==> src/rtl/core/rbd_pkg.sv <==
package rbd_pkg;

  localparam int unsigned DEPTH   = 1024;
  localparam int unsigned ADDR_W  = (DEPTH > 1) ? $clog2(DEPTH) : 1;
  localparam int unsigned COUNT_W = $clog2(DEPTH + 1);
  localparam int unsigned DATA_W  = 32;

  typedef enum logic [2:0] {
    CMD_PUSH_FRONT = 3'd0,
    CMD_PUSH_BACK  = 3'd1,
    CMD_POP_FRONT  = 3'd2,
    CMD_POP_BACK   = 3'd3,
    CMD_READ_FRONT = 3'd4,
    CMD_READ_BACK  = 3'd5
  } cmd_e;

  typedef enum logic [1:0] {
    STAT_OK    = 2'd0,
    STAT_EMPTY = 2'd1,
    STAT_FULL  = 2'd2
  } status_e;

  // Store access bundle from control to memory.
  typedef struct packed {
    logic              we;
    logic [ADDR_W-1:0] waddr;
    logic [DATA_W-1:0] wdata;
    logic              re;
    logic [ADDR_W-1:0] raddr;
  } mem_req_t;

  function automatic logic [ADDR_W-1:0] ptr_inc(input logic [ADDR_W-1:0] p);
    logic [ADDR_W-1:0] r;
    if (p == ADDR_W'(DEPTH - 1)) r = '0;
    else                         r = ADDR_W'(p + 1'b1);
    return r;
  endfunction

  function automatic logic [ADDR_W-1:0] ptr_dec(input logic [ADDR_W-1:0] p);
    logic [ADDR_W-1:0] r;
    if (p == '0) r = ADDR_W'(DEPTH - 1);
    else         r = ADDR_W'(p - 1'b1);
    return r;
  endfunction

endpackage

==> src/rtl/core/rbd_ctrl.sv <==
module rbd_ctrl (
  input  logic                              clk_i,
  input  logic                              rst_ni,
  input  logic                              in_valid_i,
  output logic                              in_ready_o,
  input  logic [2:0]                        cmd_i,
  input  logic signed [31:0]                push_value_i,
  output logic                              out_valid_o,
  input  logic                              out_ready_i,
  output logic signed [31:0]                out_value_o,
  output logic [1:0]                        status_o,
  output logic [rbd_pkg::COUNT_W-1:0]       count_now_o,
  output logic                              is_empty_o,
  output rbd_pkg::mem_req_t                 req_o,
  input  logic [rbd_pkg::DATA_W-1:0]        rdata_i
);

  typedef enum logic {
    ST_IDLE,
    ST_READ
  } state_e;

  state_e                          state_q, state_d;
  logic [rbd_pkg::ADDR_W-1:0]      head_q, head_d;
  logic [rbd_pkg::ADDR_W-1:0]      tail_q, tail_d;
  logic [rbd_pkg::COUNT_W-1:0]     count_q, count_d;

  logic                            out_valid_q, out_valid_d;
  logic [rbd_pkg::DATA_W-1:0]      out_value_q, out_value_d;
  rbd_pkg::status_e                status_q, status_d;
  logic [rbd_pkg::COUNT_W-1:0]     out_count_q, out_count_d;
  logic                            out_empty_q, out_empty_d;

  logic                            out_free;
  logic                            in_fire;
  logic                            is_full;
  logic                            is_none;
  logic                            load_out;
  logic [rbd_pkg::COUNT_W-1:0]     cnt_res;
  rbd_pkg::status_e                st_res;

  assign out_free   = !out_valid_q || out_ready_i;
  assign in_ready_o = (state_q == ST_IDLE) && out_free;
  assign in_fire    = in_valid_i && in_ready_o;
  assign is_full    = (count_q == rbd_pkg::COUNT_W'(rbd_pkg::DEPTH));
  assign is_none    = (count_q == '0);

  always_comb begin
    state_d  = state_q;
    head_d   = head_q;
    tail_d   = tail_q;
    count_d  = count_q;
    req_o    = '0;
    req_o.wdata = push_value_i;
    load_out = 1'b0;
    st_res   = rbd_pkg::STAT_OK;
    cnt_res  = count_q;

    unique case (state_q)
      ST_IDLE: begin
        if (in_fire) begin
          load_out = 1'b1;
          unique case (cmd_i) inside
            rbd_pkg::CMD_PUSH_FRONT: begin
              if (is_full) begin
                st_res = rbd_pkg::STAT_FULL;
              end else begin
                head_d      = rbd_pkg::ptr_dec(head_q);
                req_o.we    = 1'b1;
                req_o.waddr = head_d;
                count_d     = rbd_pkg::COUNT_W'(count_q + 1'b1);
              end
            end
            rbd_pkg::CMD_PUSH_BACK: begin
              if (is_full) begin
                st_res = rbd_pkg::STAT_FULL;
              end else begin
                req_o.we    = 1'b1;
                req_o.waddr = tail_q;
                tail_d      = rbd_pkg::ptr_inc(tail_q);
                count_d     = rbd_pkg::COUNT_W'(count_q + 1'b1);
              end
            end
            rbd_pkg::CMD_POP_FRONT, rbd_pkg::CMD_READ_FRONT: begin
              if (is_none) begin
                st_res = rbd_pkg::STAT_EMPTY;
              end else begin
                req_o.re    = 1'b1;
                req_o.raddr = head_q;
                load_out    = 1'b0;
                state_d     = ST_READ;
                if (cmd_i == rbd_pkg::CMD_POP_FRONT) begin
                  head_d  = rbd_pkg::ptr_inc(head_q);
                  count_d = rbd_pkg::COUNT_W'(count_q - 1'b1);
                end
              end
            end
            rbd_pkg::CMD_POP_BACK, rbd_pkg::CMD_READ_BACK: begin
              if (is_none) begin
                st_res = rbd_pkg::STAT_EMPTY;
              end else begin
                req_o.re    = 1'b1;
                req_o.raddr = rbd_pkg::ptr_dec(tail_q);
                load_out    = 1'b0;
                state_d     = ST_READ;
                if (cmd_i == rbd_pkg::CMD_POP_BACK) begin
                  tail_d  = rbd_pkg::ptr_dec(tail_q);
                  count_d = rbd_pkg::COUNT_W'(count_q - 1'b1);
                end
              end
            end
            default: ;  // unused codes: no operation
          endcase
          cnt_res = count_d;
        end
      end
      ST_READ: begin
        // store data is valid now and holds until the next read
        if (out_free) begin
          state_d = ST_IDLE;
        end
      end
      default: state_d = ST_IDLE;
    endcase
  end

  always_comb begin
    out_valid_d = out_valid_q;
    out_value_d = out_value_q;
    status_d    = status_q;
    out_count_d = out_count_q;
    out_empty_d = out_empty_q;
    if (out_valid_q && out_ready_i) begin
      out_valid_d = 1'b0;
    end
    if (load_out) begin
      out_valid_d = 1'b1;
      out_value_d = '0;
      status_d    = st_res;
      out_count_d = cnt_res;
      out_empty_d = (cnt_res == '0);
    end else if (state_q == ST_READ && out_free) begin
      out_valid_d = 1'b1;
      out_value_d = rdata_i;
      status_d    = rbd_pkg::STAT_OK;
      out_count_d = count_q;
      out_empty_d = (count_q == '0);
    end
  end

  always_ff @(posedge clk_i or negedge rst_ni) begin
    if (!rst_ni) begin
      state_q     <= ST_IDLE;
      head_q      <= '0;
      tail_q      <= '0;
      count_q     <= '0;
      out_valid_q <= 1'b0;
      out_value_q <= '0;
      status_q    <= rbd_pkg::STAT_OK;
      out_count_q <= '0;
      out_empty_q <= 1'b1;
    end else begin
      state_q     <= state_d;
      head_q      <= head_d;
      tail_q      <= tail_d;
      count_q     <= count_d;
      out_valid_q <= out_valid_d;
      out_value_q <= out_value_d;
      status_q    <= status_d;
      out_count_q <= out_count_d;
      out_empty_q <= out_empty_d;
    end
  end

  assign out_valid_o = out_valid_q;
  assign out_value_o = out_value_q;
  assign status_o    = status_q;
  assign count_now_o = out_count_q;
  assign is_empty_o  = out_empty_q;

endmodule

==> config.mk <==
export PLATFORM = sky130hd
export DESIGN_NAME = rbd_ctrl
export DESIGN_NICKNAME = d
export VERILOG_FILES = /design/src/rtl/core/rbd_pkg.sv /design/src/rtl/core/rbd_ctrl.sv
export SDC_FILE = /design/constraint.sdc
export NUM_CORES = 1
export LEC_CHECK = 0
export ABC_AREA = 1
export BUFFER_PORTS_ARGS = -buffer_cell sky130_fd_sc_hd__buf_2
export CORE_MARGIN = 3
export CORE_UTILIZATION = 44
export DETAILED_ROUTE_END_ITERATION = 7
export PLACE_DENSITY = 0.82
export SLEW_MARGIN = 20
export SYNTH_ARGS = -nofsm -noshare
export SYNTH_HDL_FRONTEND = slang
export SYNTH_SLANG_ARGS = --single-unit
==> constraint.sdc <==
create_clock -name clk_i -period 3.1 [get_ports clk_i]
set_input_delay 0.62 -clock clk_i [delete_from_list [all_inputs] [get_ports clk_i]]
set_output_delay 0.62 -clock clk_i [all_outputs]
set_load 0.05 [all_outputs]
After elaboration in Yosys (flattened, before gate mapping)
Cells that the tools add are included.

storage, ports and cells
  output and inout bits = 102
  logic and storage cells = 106
  register bits = 79
  bits of input ports = 71

operators by class
  eq/ne operators = 14
  add/sub/neg operators = 6
  bitwise logic cells = 1
  mux-type cells = 55
  reduce and logical (&&, ||, !) cells = 21

operators with widths
  operator                                             number
  2-to-1 mux 11 bit                                    17
  2-to-1 mux 10 bit                                    10
  2-to-1 mux 32 bit                                    2
  case mux 11 bit (2 select lines)                     2
  case mux 10 bit (2 select lines)                     2
  case mux 11 bit (3 select lines)                     1
  zero test 11 bit                                     2
  adder 10 x 1 -> 10 bit (second input constant)       2
  == test 10 bit (second input constant)               2
  zero test 10 bit                                     2
  subtractor 10 x 1 -> 10 bit (second input constant)  2
  2-to-1 mux 1 bit                                     14
  != test 2 bit (second input constant)                6
  AND reduction 6 bit                                  2
  adder 11 x 1 -> 11 bit (second input constant)       1
  == test 11 bit (second input constant)               1
  subtractor 11 x 1 -> 11 bit (second input constant)  1
  2-to-1 mux 2 bit                                     5
  == test 3 x 2 -> 1 bit (second input constant)       2
  == test 3 bit (second input constant)                2
  nonzero test 2 bit                                   3
  OR reduction 2 bit                                   3
  logical AND 1 bit                                    4
  case mux 2 bit (2 select lines)                      1
  other kinds (8)                                      8

Logic depth before layout (Yosys ltp)
  depth in word-level cells = 8
  mapped depth = 16
  mapped depth without buffers = 15

Worst setup path after synthesis
OpenSTA, ideal clock, no wires.

  kind = flip-flop to output port
  start point = register out_valid_q (netlist: out_valid_o)
  end point = output port req_o[0] (netlist name)
  stages on the path, launching flop included = 8
  path buffers = 0
  arrival time = 2,645 ps
  required time = 2,480 ps
  setup slack = -165 ps
  cell sequence = dfrtp_1 nand2_1 nand2_1 inv_2 nand2_2 nor2_1 inv_1 o32ai_1

RTL lines
  element                   RTL line         RTL
  start: declaration        rbd_ctrl.sv:28   logic out_valid_q, out_valid_d;
  start signal: assignment  rbd_ctrl.sv:167  out_valid_q <= out_valid_d;
  end: declaration          rbd_ctrl.sv:14   output rbd_pkg::mem_req_t req_o,

==> flow_summary.json <==
{
  "overflow": 0,
  "finalSetupViolations": 0,
  "initial_core_util": 0.453,
  "holdCritPathClass": "input port to async pin",
  "ant_nets": 0,
  "min_period_ns": 3.03,
  "pre_cts_slack_ns": 0.122,
  "worstSetupPathType": "register to output port",
  "ys_warn_count": 0,
  "grt.total_usage": 0.228,
  "crit_arrival_ns": 2.41,
  "cp_data_required_time_ns": 2.48,
  "die_w_microns": 115,
  "max_slew_margin": 0.695,
  "drtIter0Drc": 517,
  "p_leak_nw": 3.14,
  "p_per_area_nw_per_um2": 930,
  "final_util": 0.542,
  "fin_total_pwr_w": 0.00578,
  "grt_antenna_before_repair": 0,
  "antenna_cells": 0,
  "cpMaxStageDelayCell": "dfrtp_1",
  "place_inst": 925,
  "maxCapViolCount": 0,
  "avgSynthCellArea_sq_um": 7.31,
  "clk_pin_slew_ns": 0.07,
  "ys_types": 38,
  "num_vias": 5280,
  "timing.final.ws_setup_ns": 0.0659,
  "synth_top_area_frac": 0.376,
  "crit_family": "simple AND/OR/NAND/NOR gates",
  "layout.nets": 879,
  "postSynthCellCount": 711,
  "cp-start-kind": "register",
  "synth-seq-cells": 79,
  "cts_buffers": 9,
  "drc": 0,
  "outcome": "completed",
  "netlist_area_sq_um": 5200,
  "drt_first_pass_iters": 5,
  "fmax_mhz": 330,
  "cpMostUsedCell": "nand2_1",
  "root_buffer": "clkbuf_16",
  "cts_hold_buf": 0,
  "clk_latency_ns": 0.35,
  "synthTopCellsByArea": "dfrtp_1, nand2_1, nand3_1",
  "io_pins": 173,
  "worst_pin_slew_ns": 0.457,
  "rows": 39,
  "gp_congestion": 0.971,
  "fill_cells": 1082,
  "ys_seq_area_frac": 0.381,
  "timing.critical_path.fanout_max": 5,
  "peakVddDrop_uv": 618,
  "numPortBuffers": 108,
  "core_sq_um": 11500,
  "dpl.hpwl_mm": 11.0,
  "yosysTopAreaCell": "dfrtp_1",
  "grt_pass1_wl_mm": 24.1,
  "crit_buf_inv": 4,
  "finalHoldViolations": 0,
  "slowest_delay_ns": 0.41,
  "drt-wirelength-per-cell_microns": 16.1,
  "die_h_microns": 115,
  "via_per_inst": 5.56,
  "grt_start_max_net_pins": 80,
  "rsz0062_at_grt": "true",
  "drv_slew": 0,
  "fin_tns_setup_ns": 0,
  "grt_pass1_vias": 4804,
  "fin_cells": 949,
  "cts_sinks": 79,
  "cts_buffer_depth": 2,
  "finalCritPeriodShare": 0.979,
  "wl_mm": 15.3,
  "drive_gt1_frac": 0.243,
  "syn_nets": 789,
  "cts_max_level": 3,
  "finClkSkew_ns": 0.0104,
  "die_area_sq_um": 13200,
  "worstSetupEndpointType": "output port",
  "area_growth_syn_to_layout_pct": 19.7,
  "cts_tree": "done",
  "path_cells": "inv_2 -> ha_4 -> nand3_1 -> nor2_1 -> inv_2 -> nor2_4 -> nand2_1 -> inv_1 -> nand2_1 -> nand2_1 -> a22oi_1 -> nor2_1 -> buf_2"
}
## layer usage
| metal | routed length, microns | up-vias | GRT usage |
|---|---|---|---|
| li1 | - | 2531 | - |
| met1 | 6430 | 2477 | 0.308 |
| met2 | 7210 | 231 | 0.350 |
| met3 | 1160 | 41 | 0.0449 |
| met4 | 480 | 0 | 0.108 |
| met5 | 0 | - | 0 |
## flip-flops by register name (all words and copies together), names as in the netlist
name / cells
count_now_o: 11
count_q: 11
head_q: 10
is_empty_o: 1
out_valid_o: 1
out_value_o: 32
state_q: 1
status_o: 2
tail_q: 10
## cell families after synthesis
kind of cell / share of synthesized area
AOI/OAI and AO/OA: 0.182
buffers and inverters: 0.125
adders and majority gates: 0.0169
xor gates and xnor gates: 0.0185
DFF: 0.381
and+or+nand+nor: 0.277
## cells in the mapped netlist (all sizes together)
cell type,count
xor2,10
a22oi,12
nand4,6
dfrtp,78
a31oi,4
ha,7
nand3b,3
a32oi,2
o21ai,36
inv,78
o211ai,6
nor2,87
o22ai,4
nor3,9
dfstp,1
clkinv,2
a22o,32
nand3,60
o32ai,2
o31ai,2
xnor2,1
o221ai,7
clkbuf,7
or2,1
nand2,174
buf,46
a21oi,34
## power by group
group / internal, W / switching [W] / leakage (nW)
combinational: 0.000831 / 0.00204 / 2.01
sequential: 0.00142 / 0.000374 / 0.974
clock: 0.000642 / 0.000481 / 0.150
## through the flow
step | hold slack [ns] | area [sq um]
after floorplan | 0.324 | 5200
after global placement | 0.469 | 5720
after detailed placement | 0.471 | 5720
after CTS | 0.472 | 6070
after global routing | 0.241 | 6220
final | 0.213 | 6220
## placed cells by master (no fill, tap or decap), types with 2 or more instances in the layout
cell type,n
nand2_2,7
nor3_4,2
nor2_2,8
o211ai_1,6
a32oi_1,2
nor2_4,4
o21ai_1,7
nor2_1,75
inv_6,2
inv_8,2
buf_6,2
a31oi_1,4
nor3_1,7
clkbuf_16,9
xor2_1,10
nand3_1,58
buf_2,99
nand4_1,6
o21ai_2,2
inv_1,65
a22o_1,32
buf_4,28
a22oi_1,12
o21ai_0,27
dfrtp_1,77
nand3b_1,3
nand2_1,167
o221ai_1,7
inv_2,13
ha_1,5
o22ai_1,3
a21oi_1,32
clkinv_1,2
## path summary, 6_finish.rpt
kind / start / end / slack (ns) / cells after the start
min in group clk_i: status_o[1]$_DFFE_PN0P_ / status_o[1]$_DFFE_PN0P_ / 0.48 / 2
setup / recovery: head_q[0]$_DFFE_PN0P_ / req_o[50] / 0.07 / 13
max in group asynchronous: rst_ni / is_empty_o$_DFFE_PN1P_ / 2.24 / 2
hold reg to reg: status_o[1]$_DFFE_PN0P_ / status_o[1]$_DFFE_PN0P_ / 0.48 / 2
setup reg to reg: count_q[0]$_DFF_PN0_ / is_empty_o$_DFFE_PN1P_ / 0.57 / 15
hold / removal: rst_ni / out_value_o[28]$_DFFE_PN0P_ / 0.21 / 1
## cell type report
class	count	area, sq um	area share
Multi-Input combinational cell	499	2670	0.429
Sequential cell	79	1980	0.318
Timing Repair Buffer	132	783	0.126
Inverter	80	300	0.0483
Clock buffer	9	225	0.0362
Tap cell	143	179	0.0288
Clock inverter	7	86.3	0.0139
## what timing repair did
action,CTS,global route
buffers inserted,2,5
pin swaps,2,8
resized for setup,8,32
endpoints found under the setup margin,12,18
(Power assumes the default switching activity.)
